`src/tipd_pkg.sv`:
```
`timescale 1ns / 1ps
// ----------------------------------------------------------------------------
// tipd_pkg
// Shared types, codes and tables of the tape image pulse decoder.
// ----------------------------------------------------------------------------
package tipd_pkg;

  localparam int unsigned NumSteps = 13;
  localparam int unsigned HeadMax  = 20;

  // parse phases
  localparam logic [2:0] PhSig  = 3'd0;
  localparam logic [2:0] PhType = 3'd1;
  localparam logic [2:0] PhHead = 3'd2;
  localparam logic [2:0] PhSkip = 3'd3;
  localparam logic [2:0] PhData = 3'd4;

  // result steps of one byte
  localparam logic [3:0] StepPilot  = 4'd0;
  localparam logic [3:0] StepSync1  = 4'd1;
  localparam logic [3:0] StepSync2  = 4'd2;
  localparam logic [3:0] StepBit0   = 4'd3;
  localparam logic [3:0] StepBit7   = 4'd10;
  localparam logic [3:0] StepPause  = 4'd11;
  localparam logic [3:0] StepStatus = 4'd12;

  // status codes
  localparam logic [1:0] StOk        = 2'd0;
  localparam logic [1:0] StBadHeader = 2'd1;
  localparam logic [1:0] StTruncated = 2'd2;
  localparam logic [1:0] StNoBlocks  = 2'd3;

  // configuration register indexes
  localparam logic [2:0] CfgPilotPulse = 3'd0;
  localparam logic [2:0] CfgSyncFirst  = 3'd1;
  localparam logic [2:0] CfgSyncSecond = 3'd2;
  localparam logic [2:0] CfgZeroPulse  = 3'd3;
  localparam logic [2:0] CfgOnePulse   = 3'd4;
  localparam logic [2:0] CfgPilotCount = 3'd5;
  localparam logic [2:0] CfgLastBits   = 3'd6;

  // block types
  localparam logic [7:0] BlkStd   = 8'h10;
  localparam logic [7:0] BlkTurbo = 8'h11;
  localparam logic [7:0] BlkPure  = 8'h14;

  localparam logic [15:0] AutoPilotHeader = 16'd8063;
  localparam logic [15:0] AutoPilotData   = 16'd3223;
  localparam logic [11:0] TStatesPerMs    = 12'd3500;

  typedef struct packed {
    logic        known;
    logic [4:0]  len;
  } head_len_t;

  typedef struct packed {
    logic [NumSteps-1:0] mask;
    logic [7:0]          data;
    logic [15:0]         pilot_len;
    logic [15:0]         sync1;
    logic [15:0]         sync2;
    logic [15:0]         zero;
    logic [15:0]         one;
    logic [15:0]         pilot_cnt;
    logic [15:0]         pause;
    logic [1:0]          status;
    logic                first;
  } job_t;

  function automatic logic [7:0] sig_byte(input logic [2:0] idx);
    case (idx)
      3'd0:    sig_byte = 8'h5A;
      3'd1:    sig_byte = 8'h58;
      3'd2:    sig_byte = 8'h54;
      3'd3:    sig_byte = 8'h61;
      3'd4:    sig_byte = 8'h70;
      3'd5:    sig_byte = 8'h65;
      3'd6:    sig_byte = 8'h21;
      default: sig_byte = 8'h1A;
    endcase
  endfunction

  function automatic head_len_t head_len(input logic [7:0] t);
    head_len_t r;
    r.known = 1'b1;
    case (t)
      8'h10:               r.len = 5'd4;
      8'h11:               r.len = 5'd18;
      8'h12:               r.len = 5'd4;
      8'h13:               r.len = 5'd1;
      8'h14:               r.len = 5'd10;
      8'h15:               r.len = 5'd8;
      8'h18, 8'h19:        r.len = 5'd4;
      8'h20:               r.len = 5'd2;
      8'h21:               r.len = 5'd1;
      8'h22, 8'h25, 8'h27: r.len = 5'd0;
      8'h23, 8'h24:        r.len = 5'd2;
      8'h26:               r.len = 5'd2;
      8'h28:               r.len = 5'd2;
      8'h2A:               r.len = 5'd4;
      8'h2B:               r.len = 5'd5;
      8'h30:               r.len = 5'd1;
      8'h31:               r.len = 5'd2;
      8'h32:               r.len = 5'd2;
      8'h33:               r.len = 5'd1;
      8'h35:               r.len = 5'd20;
      8'h5A:               r.len = 5'd9;
      default: begin
        r.known = 1'b0;
        r.len   = 5'd0;
      end
    endcase
    return r;
  endfunction

endpackage

```
`src/tipd_if.sv`:
```
`timescale 1ns / 1ps
`default_nettype none
// ----------------------------------------------------------------------------
// tipd channel interfaces
// Byte channel into the decoder and run channel out of it.
// ----------------------------------------------------------------------------
interface tipd_byte_if;
  logic       valid;
  logic       ready;
  logic [7:0] file_byte;
  logic       file_end;
  modport source (output valid, output file_byte, output file_end, input ready);
  modport sink   (input valid, input file_byte, input file_end, output ready);
endinterface

interface tipd_run_if;
  logic        valid;
  logic        ready;
  logic [27:0] pulse_length;
  logic [15:0] repeat_count;
  logic        block_start;
  logic        end_of_tape;
  logic [1:0]  tape_status;
  logic        run_last;
  modport source (output valid, output pulse_length, output repeat_count,
                  output block_start, output end_of_tape, output tape_status,
                  output run_last, input ready);
  modport sink   (input valid, input pulse_length, input repeat_count,
                  input block_start, input end_of_tape, input tape_status,
                  input run_last, output ready);
endinterface
`default_nettype wire

```
`src/tipd_parser.sv`:
```
`timescale 1ns / 1ps
`default_nettype none
// ----------------------------------------------------------------------------
// tipd_parser
// Block parser: walks the image one byte a beat and builds the run job.
// ----------------------------------------------------------------------------
module tipd_parser (
  input  wire logic          clk_i,
  input  wire logic          rst_ni,
  tipd_byte_if.sink          byte_in,
  input  wire logic          cfg_we_i,
  input  wire logic [2:0]    cfg_idx_i,
  input  wire logic [15:0]   cfg_data_i,
  input  wire logic          job_ready_i,
  output logic               job_valid_o,
  output tipd_pkg::job_t     job_o
);
  import tipd_pkg::*;

  logic [15:0] std_pilot_q, std_sync1_q, std_sync2_q, std_zero_q, std_one_q, std_cnt_q;
  logic [3:0]  std_bits_q;

  logic [2:0]  phase_q, phase_d;
  logic [4:0]  fidx_q, fidx_d;
  logic [7:0]  kind_q, kind_d;
  logic [32:0] skip_q, skip_d;
  logic [23:0] drem_q, drem_d;
  logic [15:0] hf_q [6];
  logic [15:0] hf_d [6];
  logic [3:0]  used_q, used_d;
  logic [15:0] pause_q, pause_d;
  logic [7:0]  head_q [HeadMax];
  logic [7:0]  hbuf   [HeadMax];
  logic        pend_q, pend_d, seen_q, seen_d, stop_q, stop_d;
  logic [1:0]  err_q, err_d;

  logic        accept;
  logic [7:0]  b;
  head_len_t   hl_type, hl_kind;

  assign byte_in.ready = job_ready_i;
  assign accept        = byte_in.valid & job_ready_i;
  assign b             = byte_in.file_byte;
  assign hl_type       = head_len(b);
  assign hl_kind       = head_len(kind_q);

  // config registers
  always_ff @(posedge clk_i or negedge rst_ni) begin
    if (!rst_ni) begin
      std_pilot_q <= 16'd2168;
      std_sync1_q <= 16'd667;
      std_sync2_q <= 16'd735;
      std_zero_q  <= 16'd855;
      std_one_q   <= 16'd1710;
      std_cnt_q   <= 16'd0;
      std_bits_q  <= 4'd8;
    end else if (cfg_we_i) begin
      case (cfg_idx_i)
        CfgPilotPulse: std_pilot_q <= cfg_data_i;
        CfgSyncFirst:  std_sync1_q <= cfg_data_i;
        CfgSyncSecond: std_sync2_q <= cfg_data_i;
        CfgZeroPulse:  std_zero_q  <= cfg_data_i;
        CfgOnePulse:   std_one_q   <= cfg_data_i;
        CfgPilotCount: std_cnt_q   <= cfg_data_i;
        CfgLastBits:   std_bits_q  <= cfg_data_i[3:0];
        default: ;
      endcase
    end
  end

  // head buffer with the current byte merged in
  always_comb begin
    for (int i = 0; i < HeadMax; i++) hbuf[i] = head_q[i];
    if (phase_q == PhHead && fidx_q < 5'(HeadMax)) hbuf[fidx_q] = b;
  end

  always_comb begin
    logic [3:0]  used_raw;
    logic [15:0] pause_raw;
    logic [23:0] len_raw;
    logic        is_data;
    logic [32:0] body;
    logic        last;
    logic [3:0]  nbits;
    logic        pilot;
    logic [3:0]  nruns;
    logic [1:0]  st;

    phase_d = phase_q;
    fidx_d  = fidx_q;
    kind_d  = kind_q;
    skip_d  = skip_q;
    drem_d  = drem_q;
    for (int i = 0; i < 6; i++) hf_d[i] = hf_q[i];
    used_d  = used_q;
    pause_d = pause_q;
    pend_d  = pend_q;
    seen_d  = seen_q;
    stop_d  = stop_q;
    err_d   = err_q;

    used_raw  = 4'd0;
    pause_raw = 16'd0;
    len_raw   = 24'd0;
    is_data   = 1'b0;
    body      = 33'd0;
    last      = 1'b0;
    nbits     = 4'd0;
    pilot     = 1'b0;
    nruns     = 4'd0;
    st        = StOk;

    job_o           = '0;
    job_o.data      = b;
    job_o.pilot_len = hf_q[0];
    job_o.sync1     = hf_q[1];
    job_o.sync2     = hf_q[2];
    job_o.zero      = hf_q[3];
    job_o.one       = hf_q[4];
    job_o.pause     = pause_q;
    job_o.first     = pend_q;
    job_o.pilot_cnt = hf_q[5];
    if (hf_q[5] == 16'd0) job_o.pilot_cnt = b[7] ? AutoPilotData : AutoPilotHeader;

    if (!stop_q) begin
      case (phase_q)
        PhSig: begin
          if (fidx_q < 5'd8 && b != sig_byte(fidx_q[2:0])) begin
            stop_d = 1'b1;
            err_d  = StBadHeader;
          end else if (fidx_q >= 5'd9) begin
            fidx_d  = 5'd0;
            phase_d = PhType;
          end else begin
            fidx_d = fidx_q + 5'd1;
          end
        end
        PhType: begin
          kind_d = b;
          if (!hl_type.known) begin
            stop_d = 1'b1;
          end else if (hl_type.len != 5'd0) begin
            fidx_d  = 5'd0;
            phase_d = PhHead;
          end
        end
        PhHead: begin
          fidx_d = fidx_q + 5'd1;
          if (fidx_q + 5'd1 >= hl_kind.len) begin
            fidx_d = 5'd0;
            case (kind_q)
              BlkStd: begin
                hf_d[0] = std_pilot_q; hf_d[1] = std_sync1_q; hf_d[2] = std_sync2_q;
                hf_d[3] = std_zero_q;  hf_d[4] = std_one_q;   hf_d[5] = std_cnt_q;
                used_raw  = std_bits_q;
                pause_raw = {hbuf[1], hbuf[0]};
                len_raw   = {8'd0, hbuf[3], hbuf[2]};
                is_data   = 1'b1;
              end
              BlkTurbo: begin
                hf_d[0] = {hbuf[1], hbuf[0]}; hf_d[1] = {hbuf[3], hbuf[2]};
                hf_d[2] = {hbuf[5], hbuf[4]}; hf_d[3] = {hbuf[7], hbuf[6]};
                hf_d[4] = {hbuf[9], hbuf[8]}; hf_d[5] = {hbuf[11], hbuf[10]};
                used_raw  = (hbuf[12] > 8'd8) ? 4'd8 : hbuf[12][3:0];
                pause_raw = {hbuf[14], hbuf[13]};
                len_raw   = {hbuf[17], hbuf[16], hbuf[15]};
                is_data   = 1'b1;
              end
              BlkPure: begin
                hf_d[0] = 16'd0; hf_d[1] = 16'd0; hf_d[2] = 16'd0;
                hf_d[3] = {hbuf[1], hbuf[0]}; hf_d[4] = {hbuf[3], hbuf[2]};
                hf_d[5] = 16'd0;
                used_raw  = (hbuf[4] > 8'd8) ? 4'd8 : hbuf[4][3:0];
                pause_raw = {hbuf[6], hbuf[5]};
                len_raw   = {hbuf[9], hbuf[8], hbuf[7]};
                is_data   = 1'b1;
              end
              8'h13:        body = {24'd0, hbuf[0], 1'b0};
              8'h15:        body = {9'd0, hbuf[7], hbuf[6], hbuf[5]};
              8'h18, 8'h19: body = {1'b0, hbuf[3], hbuf[2], hbuf[1], hbuf[0]};
              8'h21, 8'h30: body = {25'd0, hbuf[0]};
              8'h26:        body = {16'd0, hbuf[1], hbuf[0], 1'b0};
              8'h28, 8'h32: body = {17'd0, hbuf[1], hbuf[0]};
              8'h31:        body = {25'd0, hbuf[1]};
              8'h33:        body = {25'd0, hbuf[0]} + {24'd0, hbuf[0], 1'b0};
              8'h35:        body = {1'b0, hbuf[19], hbuf[18], hbuf[17], hbuf[16]};
              default:      body = 33'd0;
            endcase
            if (is_data) begin
              used_d  = (used_raw > 4'd8) ? 4'd8 : used_raw;
              pause_d = pause_raw;
              seen_d  = 1'b1;
              if (len_raw == 24'd0) begin
                phase_d = PhType;
              end else begin
                drem_d  = len_raw;
                pend_d  = 1'b1;
                phase_d = PhData;
              end
            end else begin
              skip_d  = body;
              phase_d = (body != 33'd0) ? PhSkip : PhType;
            end
          end
        end
        PhSkip: begin
          if (skip_q != 33'd0) skip_d = skip_q - 33'd1;
          if (skip_q <= 33'd1) phase_d = PhType;
        end
        PhData: begin
          last  = (drem_q == 24'd1);
          nbits = last ? used_q : 4'd8;
          pilot = pend_q && (kind_q != BlkPure);
          job_o.mask[StepPilot] = pilot;
          job_o.mask[StepSync1] = pilot;
          job_o.mask[StepSync2] = pilot;
          for (int k = 0; k < 8; k++) job_o.mask[StepBit0 + 4'(k)] = (4'(k) < nbits);
          job_o.mask[StepPause] = last && (pause_q != 16'd0);
          nruns = nbits | {2'd0, pilot, pilot} | {3'd0, job_o.mask[StepPause]};
          if (nruns != 4'd0) pend_d = 1'b0;
          drem_d = drem_q - 24'd1;
          if (drem_q == 24'd1) phase_d = PhType;
        end
        default: phase_d = PhType;
      endcase
    end

    // status of the image on its last byte
    if (stop_d)                st = (err_d != StOk) ? err_d : (seen_d ? StOk : StNoBlocks);
    else if (phase_d == PhSig) st = StBadHeader;
    else if (phase_d != PhType) st = StTruncated;
    else                       st = seen_d ? StOk : StNoBlocks;
    job_o.status = st;
    job_o.mask[StepStatus] = byte_in.file_end;
  end

  assign job_valid_o = accept && (job_o.mask != '0);

  always_ff @(posedge clk_i or negedge rst_ni) begin
    if (!rst_ni) begin
      phase_q <= PhSig;
      fidx_q  <= 5'd0;
      kind_q  <= 8'd0;
      skip_q  <= 33'd0;
      drem_q  <= 24'd0;
      for (int i = 0; i < 6; i++) hf_q[i] <= 16'd0;
      used_q  <= 4'd0;
      pause_q <= 16'd0;
      for (int i = 0; i < HeadMax; i++) head_q[i] <= 8'd0;
      pend_q  <= 1'b0;
      seen_q  <= 1'b0;
      stop_q  <= 1'b0;
      err_q   <= StOk;
    end else if (accept) begin
      if (byte_in.file_end) begin
        // new image starts with the next byte
        phase_q <= PhSig;
        fidx_q  <= 5'd0;
        kind_q  <= 8'd0;
        skip_q  <= 33'd0;
        drem_q  <= 24'd0;
        for (int i = 0; i < 6; i++) hf_q[i] <= 16'd0;
        used_q  <= 4'd0;
        pause_q <= 16'd0;
        for (int i = 0; i < HeadMax; i++) head_q[i] <= 8'd0;
        pend_q  <= 1'b0;
        seen_q  <= 1'b0;
        stop_q  <= 1'b0;
        err_q   <= StOk;
      end else begin
        phase_q <= phase_d;
        fidx_q  <= fidx_d;
        kind_q  <= kind_d;
        skip_q  <= skip_d;
        drem_q  <= drem_d;
        for (int i = 0; i < 6; i++) hf_q[i] <= hf_d[i];
        used_q  <= used_d;
        pause_q <= pause_d;
        for (int i = 0; i < HeadMax; i++) head_q[i] <= hbuf[i];
        pend_q  <= pend_d;
        seen_q  <= seen_d;
        stop_q  <= stop_d;
        err_q   <= err_d;
      end
    end
  end

endmodule
`default_nettype wire

```
`src/tipd_emitter.sv`:
```
`timescale 1ns / 1ps
`default_nettype none
// ----------------------------------------------------------------------------
// tipd_emitter
// Holds a run job, sends its runs from a result reg, one per cycle while ready.
// ----------------------------------------------------------------------------
module tipd_emitter (
  input  wire logic          clk_i,
  input  wire logic          rst_ni,
  input  wire logic          job_valid_i,
  input  wire tipd_pkg::job_t job_i,
  output logic               job_ready_o,
  tipd_run_if.source         run_out
);
  import tipd_pkg::*;

  job_t                job_q;
  logic [NumSteps-1:0] mask_q, mask_d, sel;
  logic                first_q;
  logic                load_en;
  logic [3:0]          step;

  logic        valid_q;
  logic [27:0] len_q, len_d;
  logic [15:0] cnt_q, cnt_d;
  logic        bs_q, eot_q, last_q;
  logic [1:0]  st_q;

  assign load_en     = (mask_q != '0) && (!valid_q || run_out.ready);
  assign sel         = mask_q & (~mask_q + NumSteps'(1));
  assign mask_d      = mask_q & ~sel;
  assign job_ready_o = (mask_q == '0) || (load_en && (mask_d == '0));

  always_comb begin
    step = 4'd0;
    for (int k = NumSteps - 1; k >= 0; k--) if (mask_q[k]) step = 4'(k);
  end

  always_comb begin
    len_d = 28'd0;
    cnt_d = 16'd1;
    case (step)
      StepPilot: begin
        len_d = {12'd0, job_q.pilot_len};
        cnt_d = job_q.pilot_cnt;
      end
      StepSync1: len_d = {12'd0, job_q.sync1};
      StepSync2: len_d = {12'd0, job_q.sync2};
      StepPause: len_d = {12'd0, job_q.pause} * {16'd0, TStatesPerMs};
      StepStatus: cnt_d = 16'd0;
      default: begin
        // data bit, msb first
        len_d = {12'd0, job_q.data[3'(StepBit7 - step)] ? job_q.one : job_q.zero};
        cnt_d = 16'd2;
      end
    endcase
  end

  always_ff @(posedge clk_i or negedge rst_ni) begin
    if (!rst_ni) begin
      mask_q  <= '0;
      first_q <= 1'b0;
      valid_q <= 1'b0;
    end else begin
      if (load_en) begin
        valid_q <= 1'b1;
      end else if (run_out.ready) begin
        valid_q <= 1'b0;
      end
      if (job_valid_i) begin
        mask_q  <= job_i.mask;
        first_q <= job_i.first;
      end else if (load_en) begin
        mask_q <= mask_d;
        if (step != StepStatus) first_q <= 1'b0;
      end
    end
  end

  always_ff @(posedge clk_i) begin
    if (job_valid_i) job_q <= job_i;
    if (load_en) begin
      len_q  <= len_d;
      cnt_q  <= cnt_d;
      bs_q   <= first_q && (step != StepStatus);
      eot_q  <= (step == StepStatus);
      st_q   <= (step == StepStatus) ? job_q.status : StOk;
      last_q <= (mask_d == '0);
    end
  end

  assign run_out.valid        = valid_q;
  assign run_out.pulse_length = len_q;
  assign run_out.repeat_count = cnt_q;
  assign run_out.block_start  = bs_q;
  assign run_out.end_of_tape  = eot_q;
  assign run_out.tape_status  = st_q;
  assign run_out.run_last     = last_q;

  a_status_is_last: assert property (@(posedge clk_i) disable iff (!rst_ni)
    valid_q && eot_q |-> last_q && len_q == 28'd0)
    else $error("status beat not last of its byte");
  a_more_pending: assert property (@(posedge clk_i) disable iff (!rst_ni)
    valid_q && !last_q |-> mask_q != '0)
    else $error("non-last beat with no runs left");
  a_start_not_status: assert property (@(posedge clk_i) disable iff (!rst_ni)
    valid_q && bs_q |-> !eot_q && cnt_q != 16'd0)
    else $error("block start on status beat");

endmodule
`default_nettype wire

```
`src/tape_image_pulse_decoder.sv`:
```
`timescale 1ns / 1ps
`default_nettype none
// ----------------------------------------------------------------------------
// tape_image_pulse_decoder
// Decodes a tape image byte stream into pulse runs and an end-of-tape status.
// ----------------------------------------------------------------------------
// usage:
//   byte_in carries one image byte per beat, file_end on the last byte
//   run_out carries pulse runs (length in t-states, repeat count), then one
//   status beat after the last byte; run_last marks the final beat of a byte
//   runs are speculative: the receiver drops them if the status is not ok
//   a byte's first run goes from the run job register to the result register
//   throughput: a byte that makes runs holds the run job register until its
//   runs (up to 13) have gone out, one run per cycle from the result register
//   while the receiver is ready; the next byte is taken while the last run of
//   the job still waits
//   a stalled receiver freezes the result register and, through ready,
//   the byte channel; nothing is dropped
//   reset: registers at defaults, parser waits for the signature, no
//   beats pending
//   config writes (cfg_we_i, cfg_idx_i, cfg_data_i) only while idle
// ----------------------------------------------------------------------------
module tape_image_pulse_decoder (
  input  wire logic        clk_i,
  input  wire logic        rst_ni,
  tipd_byte_if.sink        byte_in,
  tipd_run_if.source       run_out,
  input  wire logic        cfg_we_i,
  input  wire logic [2:0]  cfg_idx_i,
  input  wire logic [15:0] cfg_data_i
);
  import tipd_pkg::*;

  // job handoff from parser to emitter
  logic job_valid;
  logic job_ready;
  job_t job;

  // block parser: state, timing snapshot, status
  tipd_parser u_parser (
    .clk_i       (clk_i),
    .rst_ni      (rst_ni),
    .byte_in     (byte_in),
    .cfg_we_i    (cfg_we_i),
    .cfg_idx_i   (cfg_idx_i),
    .cfg_data_i  (cfg_data_i),
    .job_ready_i (job_ready),
    .job_valid_o (job_valid),
    .job_o       (job)
  );

  // run sequencer and result register
  tipd_emitter u_emitter (
    .clk_i       (clk_i),
    .rst_ni      (rst_ni),
    .job_valid_i (job_valid),
    .job_i       (job),
    .job_ready_o (job_ready),
    .run_out     (run_out)
  );

endmodule
`default_nettype wire

```
`src/flat_wrapper.sv`:
```
// flat-port wrapper written by rule: the top's interface ports become plain ports
module tape_image_pulse_decoder_flat import tipd_pkg::*;
  (clk_i, rst_ni, cfg_we_i, cfg_idx_i, cfg_data_i, byte_in_valid, byte_in_file_byte, byte_in_file_end, byte_in_ready, run_out_valid, run_out_pulse_length, run_out_repeat_count, run_out_block_start, run_out_end_of_tape, run_out_tape_status, run_out_run_last, run_out_ready);
  tipd_byte_if byte_in_i ();
  tipd_run_if run_out_i ();
  input  wire logic clk_i;
  input  wire logic rst_ni;
  input  wire logic cfg_we_i;
  input  wire logic [2:0] cfg_idx_i;
  input  wire logic [15:0] cfg_data_i;
  input wire logic [$bits(byte_in_i.valid)-1:0] byte_in_valid;
  input wire logic [$bits(byte_in_i.file_byte)-1:0] byte_in_file_byte;
  input wire logic [$bits(byte_in_i.file_end)-1:0] byte_in_file_end;
  output wire logic [$bits(byte_in_i.ready)-1:0] byte_in_ready;
  output wire logic [$bits(run_out_i.valid)-1:0] run_out_valid;
  output wire logic [$bits(run_out_i.pulse_length)-1:0] run_out_pulse_length;
  output wire logic [$bits(run_out_i.repeat_count)-1:0] run_out_repeat_count;
  output wire logic [$bits(run_out_i.block_start)-1:0] run_out_block_start;
  output wire logic [$bits(run_out_i.end_of_tape)-1:0] run_out_end_of_tape;
  output wire logic [$bits(run_out_i.tape_status)-1:0] run_out_tape_status;
  output wire logic [$bits(run_out_i.run_last)-1:0] run_out_run_last;
  input wire logic [$bits(run_out_i.ready)-1:0] run_out_ready;
  assign byte_in_i.valid = byte_in_valid;
  assign byte_in_i.file_byte = byte_in_file_byte;
  assign byte_in_i.file_end = byte_in_file_end;
  assign byte_in_ready = byte_in_i.ready;
  assign run_out_valid = run_out_i.valid;
  assign run_out_pulse_length = run_out_i.pulse_length;
  assign run_out_repeat_count = run_out_i.repeat_count;
  assign run_out_block_start = run_out_i.block_start;
  assign run_out_end_of_tape = run_out_i.end_of_tape;
  assign run_out_tape_status = run_out_i.tape_status;
  assign run_out_run_last = run_out_i.run_last;
  assign run_out_i.ready = run_out_ready;
  tape_image_pulse_decoder u_core (.clk_i(clk_i), .rst_ni(rst_ni), .byte_in(byte_in_i), .run_out(run_out_i), .cfg_we_i(cfg_we_i), .cfg_idx_i(cfg_idx_i), .cfg_data_i(cfg_data_i));
endmodule
```
`config.mk`:
```
export PLATFORM = sky130hd
export DESIGN_NAME = tape_image_pulse_decoder_flat
export DESIGN_NICKNAME = d
export VERILOG_FILES = /design/src/tipd_pkg.sv /design/src/tipd_if.sv /design/src/tipd_parser.sv /design/src/tipd_emitter.sv /design/src/tape_image_pulse_decoder.sv /design/src/flat_wrapper.sv
export SDC_FILE = /design/constraint.sdc
export NUM_CORES = 2
export LEC_CHECK = 0
export BUFFER_PORTS_ARGS = -buffer_cell sky130_fd_sc_hd__buf_2
export CAP_MARGIN = 15
export CORE_MARGIN = 4
export CORE_UTILIZATION = 53
export DETAILED_ROUTE_END_ITERATION = 12
export PLACE_DENSITY = 0.78
export SLEW_MARGIN = 10
export SYNTH_ARGS = -nofsm -noshare
export SYNTH_HDL_FRONTEND = slang
export SYNTH_SLANG_ARGS = --single-unit
```
`constraint.sdc`:
```
create_clock -name clk_i -period 27.6 [get_ports clk_i]
set_input_delay 4.14 -clock clk_i [delete_from_list [all_inputs] [get_ports clk_i]]
set_output_delay 4.14 -clock clk_i [all_outputs]
set_load 0.01 [all_outputs]
```
==> metrics <==
final cell count without fillers around 4.5k; total nets after synthesis roughly 3.8k; via count normalized by instance count about 6.7; net total in the final layout 3770; Wirelength per Cell 26.7 um; post-route setup slack ~19 ns; number of ports placed on the die boundary 84; effective utilization at floorplan a little over half; number of DRC violations after detailed routing 0; MaxCap Viol Count 0; CTS Root Cell sky130_fd_sc_hd__clkbuf_16; maximum fanout along the worst path 3; layout overhead on the synthesized area 9.67%; summed negative setup slack over all endpoints 0 ns; pin count of the biggest net entering global routing between 150 and 200; category of the most critical setup path in2out; start of the worst register-to-register path u_core.u_parser.kind_q[4]$_DFFE_PN0P_; path category of the worst min-delay check reg2reg; Worst Min Path Start u_core.u_parser.job_o[44]$_DFFE_PN0P_; fraction of layout cells with a size suffix above 1 13.9%; chip width between 200 and 300 um; Die Footprint a little over 70000 um2; share of the clock period used by the worst path after layout roughly a third; CTS max path bufs 3; Final Critical Period roughly 9 ns; minimum setup slack after placement roughly 19 ns; peak ir drop on the vdd network about 0.000044 V; CP arrival roughly 4.7 ns; antenna violation net count after detailed routing 0; first-pass detailed-route iteration total 7; required time at the endpoint of the critical path 23.46 ns; Top FF cell, synth sky130_fd_sc_hd__dfrtp_1; Die Y-Extent ~270 um; final wirelength roughly 120000 um; unrepaired setup endpoints after global routing false; number of rows in the core area between 90 and 100; skew final approximately 0.028 ns; fraction of post-synthesis cell area in the top cell type by area roughly 30%; insertion delay of the later-clocked pin in the worst-skew pair between 0.6 and 0.7 ns; clk slew on worst S/H paths 0.06 ns; Max Clk Rate ~0.11 GHz; critical register-to-register path endpoint u_core.u_parser.job_o[69]$_DFFE_PN0P_; R2R Setup Slk 21.72 ns; cell types with the highest counts after synthesis sky130_fd_sc_hd__dfrtp_1 (435), sky130_fd_sc_hd__nand2_1 (378), sky130_fd_sc_hd__o21ai_0 (279); endpoint type of the worst setup path output pin; Yosys reg bits 640; Worst Max-Slew Pin Slew between 1 and 1.5 ns; TritonCTS clock tree yes; wire length of the first global-routing pass between 150000 and 200000 um; leakage dissipation ~17 nW; number of distinct standard cells referenced by the synthesized netlist 97; final hold violation count 0; number of sinks driven by the clock tree 640; summed instance area of the synthesized netlist 36000 um2; total power per unit cell area about 73 nW/um2; Vias ~30k; cells taking the most area after synthesis sky130_fd_sc_hd__dfrtp_1 (30%), sky130_fd_sc_hd__edfxtp_1 (14%), sky130_fd_sc_hd__mux2_2 (4.7%), sky130_fd_sc_hd__nand2_1 (3.9%), sky130_fd_sc_hd__o21ai_0 (3.9%); Buffers on Ports 83; antenna violations before repair 4; total number of H-tree levels 3; dpl cells ~4.4k; Worst Hold Depth 0; number of enable flip-flop cells after synthesis approximately 170; total of hold buffers inserted after clock tree synthesis 0; Synth area leader sky130_fd_sc_hd__dfrtp_1; Slew Viols, Final 0; worst max-slew margin expressed relative to the limit about 13%; mean area per synthesized cell between 9 and 10 um2; placeable core region approximately 67000 um2; initial detailed-routing violation count slightly below 5k; Detailed Place HPWL 82600 um; synth warn 0; endpoint of the worst hold-timing path u_core.u_emitter.job_q[44]$_DFFE_PP_; total setup violations reported at the end of the flow 0; kind of start point of the critical path input port; outcome finished clean; number of global-route vias before repair 29.0k; Synth async-reset ratio ~73%; global route overflow 0; sequential area share after synthesis 47.0%; total of cells resized after clock tree synthesis 0; Filler cells roughly 5.5k; global-route total usage across every layer around a third; post-synthesis cell count 3607; setup bufs post-CTS 0; number of buffers added by the clock tree synthesis step 70; most common cell in the netlist sky130_fd_sc_hd__dfrtp_1; worst reg-to-reg path cell count 17; Final Util between 50% and 60%; Final Wtd Congestion 1.06
## routing by layer
layer	global-route usage, %	vias up	wire [um]
met5	0	-	10
met4	19.6	2	8770
met3	7.74	467	13000
met2	50.0	1990	52600
met1	44.0	14800	45800
li1	-	13200	-
## layout by cell type (no fill, tap or decap), types with 71 or more instances in the layout
cell                        instances
sky130_fd_sc_hd__a21oi_1          250
sky130_fd_sc_hd__a22oi_1           83
sky130_fd_sc_hd__buf_2             81
sky130_fd_sc_hd__clkbuf_16         71
sky130_fd_sc_hd__dfrtp_1          435
sky130_fd_sc_hd__edfxtp_1         171
sky130_fd_sc_hd__ha_1             108
sky130_fd_sc_hd__inv_1            122
sky130_fd_sc_hd__mux2_2           151
sky130_fd_sc_hd__mux2i_1          103
sky130_fd_sc_hd__nand2_1          378
sky130_fd_sc_hd__nor2_1           249
sky130_fd_sc_hd__nor3_1            73
sky130_fd_sc_hd__o21ai_0          279
sky130_fd_sc_hd__o31ai_1           81
## kinds of logic after synthesis
| family | count (synthesis) | synth area share [%] |
|---|---|---|
| buffers and inverters | 380 | 4.19 |
| flip-flops | 640 | 47.0 |
| adder cells (fa/ha/maj) | 172 | 7.23 |
| XOR/XNOR | 35 | 0.852 |
| multiplexers | 257 | 7.76 |
| AO/OA/AOI/OAI | 1092 | 19.3 |
| AND/OR/NAND/NOR | 1031 | 13.7 |
## power breakdown
part	leakage (nW)	internal, mW	total, mW	switching [mW]
sequential	7.88	1.10	1.17	0.0731
clock	1.16	0.563	0.969	0.405
combinational	7.72	0.299	0.758	0.458
## stage by stage
stage               instance area [um2]  hold slack [ns]  power, mW
floorplan                         36000            0.425       1.71
global placement                  37100            0.429       1.90
finish                            39500            0.445       2.90
global route                      39400            0.448       3.04
CTS                               39400            0.444       2.89
detailed placement                37100            0.430       1.93
## state kept, by name (all words and copies together), names as in the netlist, 24 cells and up
| register | count |
|---|---|
| u_core.u_emitter.job_q | 122 |
| u_core.u_parser.drem_q | 24 |
| u_core.u_parser.head_q | 160 |
| u_core.u_parser.job_o | 80 |
| u_core.u_parser.skip_q | 33 |
| u_core.u_emitter.run_out.pulse_length | 28 |
## how the worst max path moves through the flow
stage	startpoint	to	slack, ns	cells past startpoint
finish	run_out_ready	byte_in_ready	18.78	4
CTS	run_out_ready	byte_in_ready	18.79	4
floorplan	byte_in_file_end	u_core.u_emitter.mask_q[11]$_DFFE_PN0P_	16.07	7
global route	run_out_ready	byte_in_ready	18.73	4
detailed placement	byte_in_file_byte[0]	u_core.u_emitter.job_q[2]$_DFFE_PP_	18.66	17
global placement	byte_in_file_byte[0]	u_core.u_emitter.job_q[2]$_DFFE_PP_	18.77	17
## layout make-up
| cell class | instances | area (um2) | share of cell area (%) |
|---|---|---|---|
| flip-flops and latches | 640 | 16900 | 42.9 |
| multi-input cells | 2587 | 17700 | 44.8 |
| well taps | 873 | 1090 | 2.77 |
| repair buffers | 143 | 923 | 2.34 |
| diodes | 8 | 20.0 | 0.0507 |
| clock buffers | 97 | 1970 | 5.00 |
| clock inverters | 31 | 392 | 0.992 |
| inverters | 126 | 473 | 1.20 |
## worst max-delay path, cell delays in order
cell and delay (ns):
sky130_fd_sc_hd__buf_2 0.10, sky130_fd_sc_hd__nor2b_1 0.18, sky130_fd_sc_hd__o22ai_1 0.11, sky130_fd_sc_hd__buf_2 0.15
(Power assumes the default switching activity.)
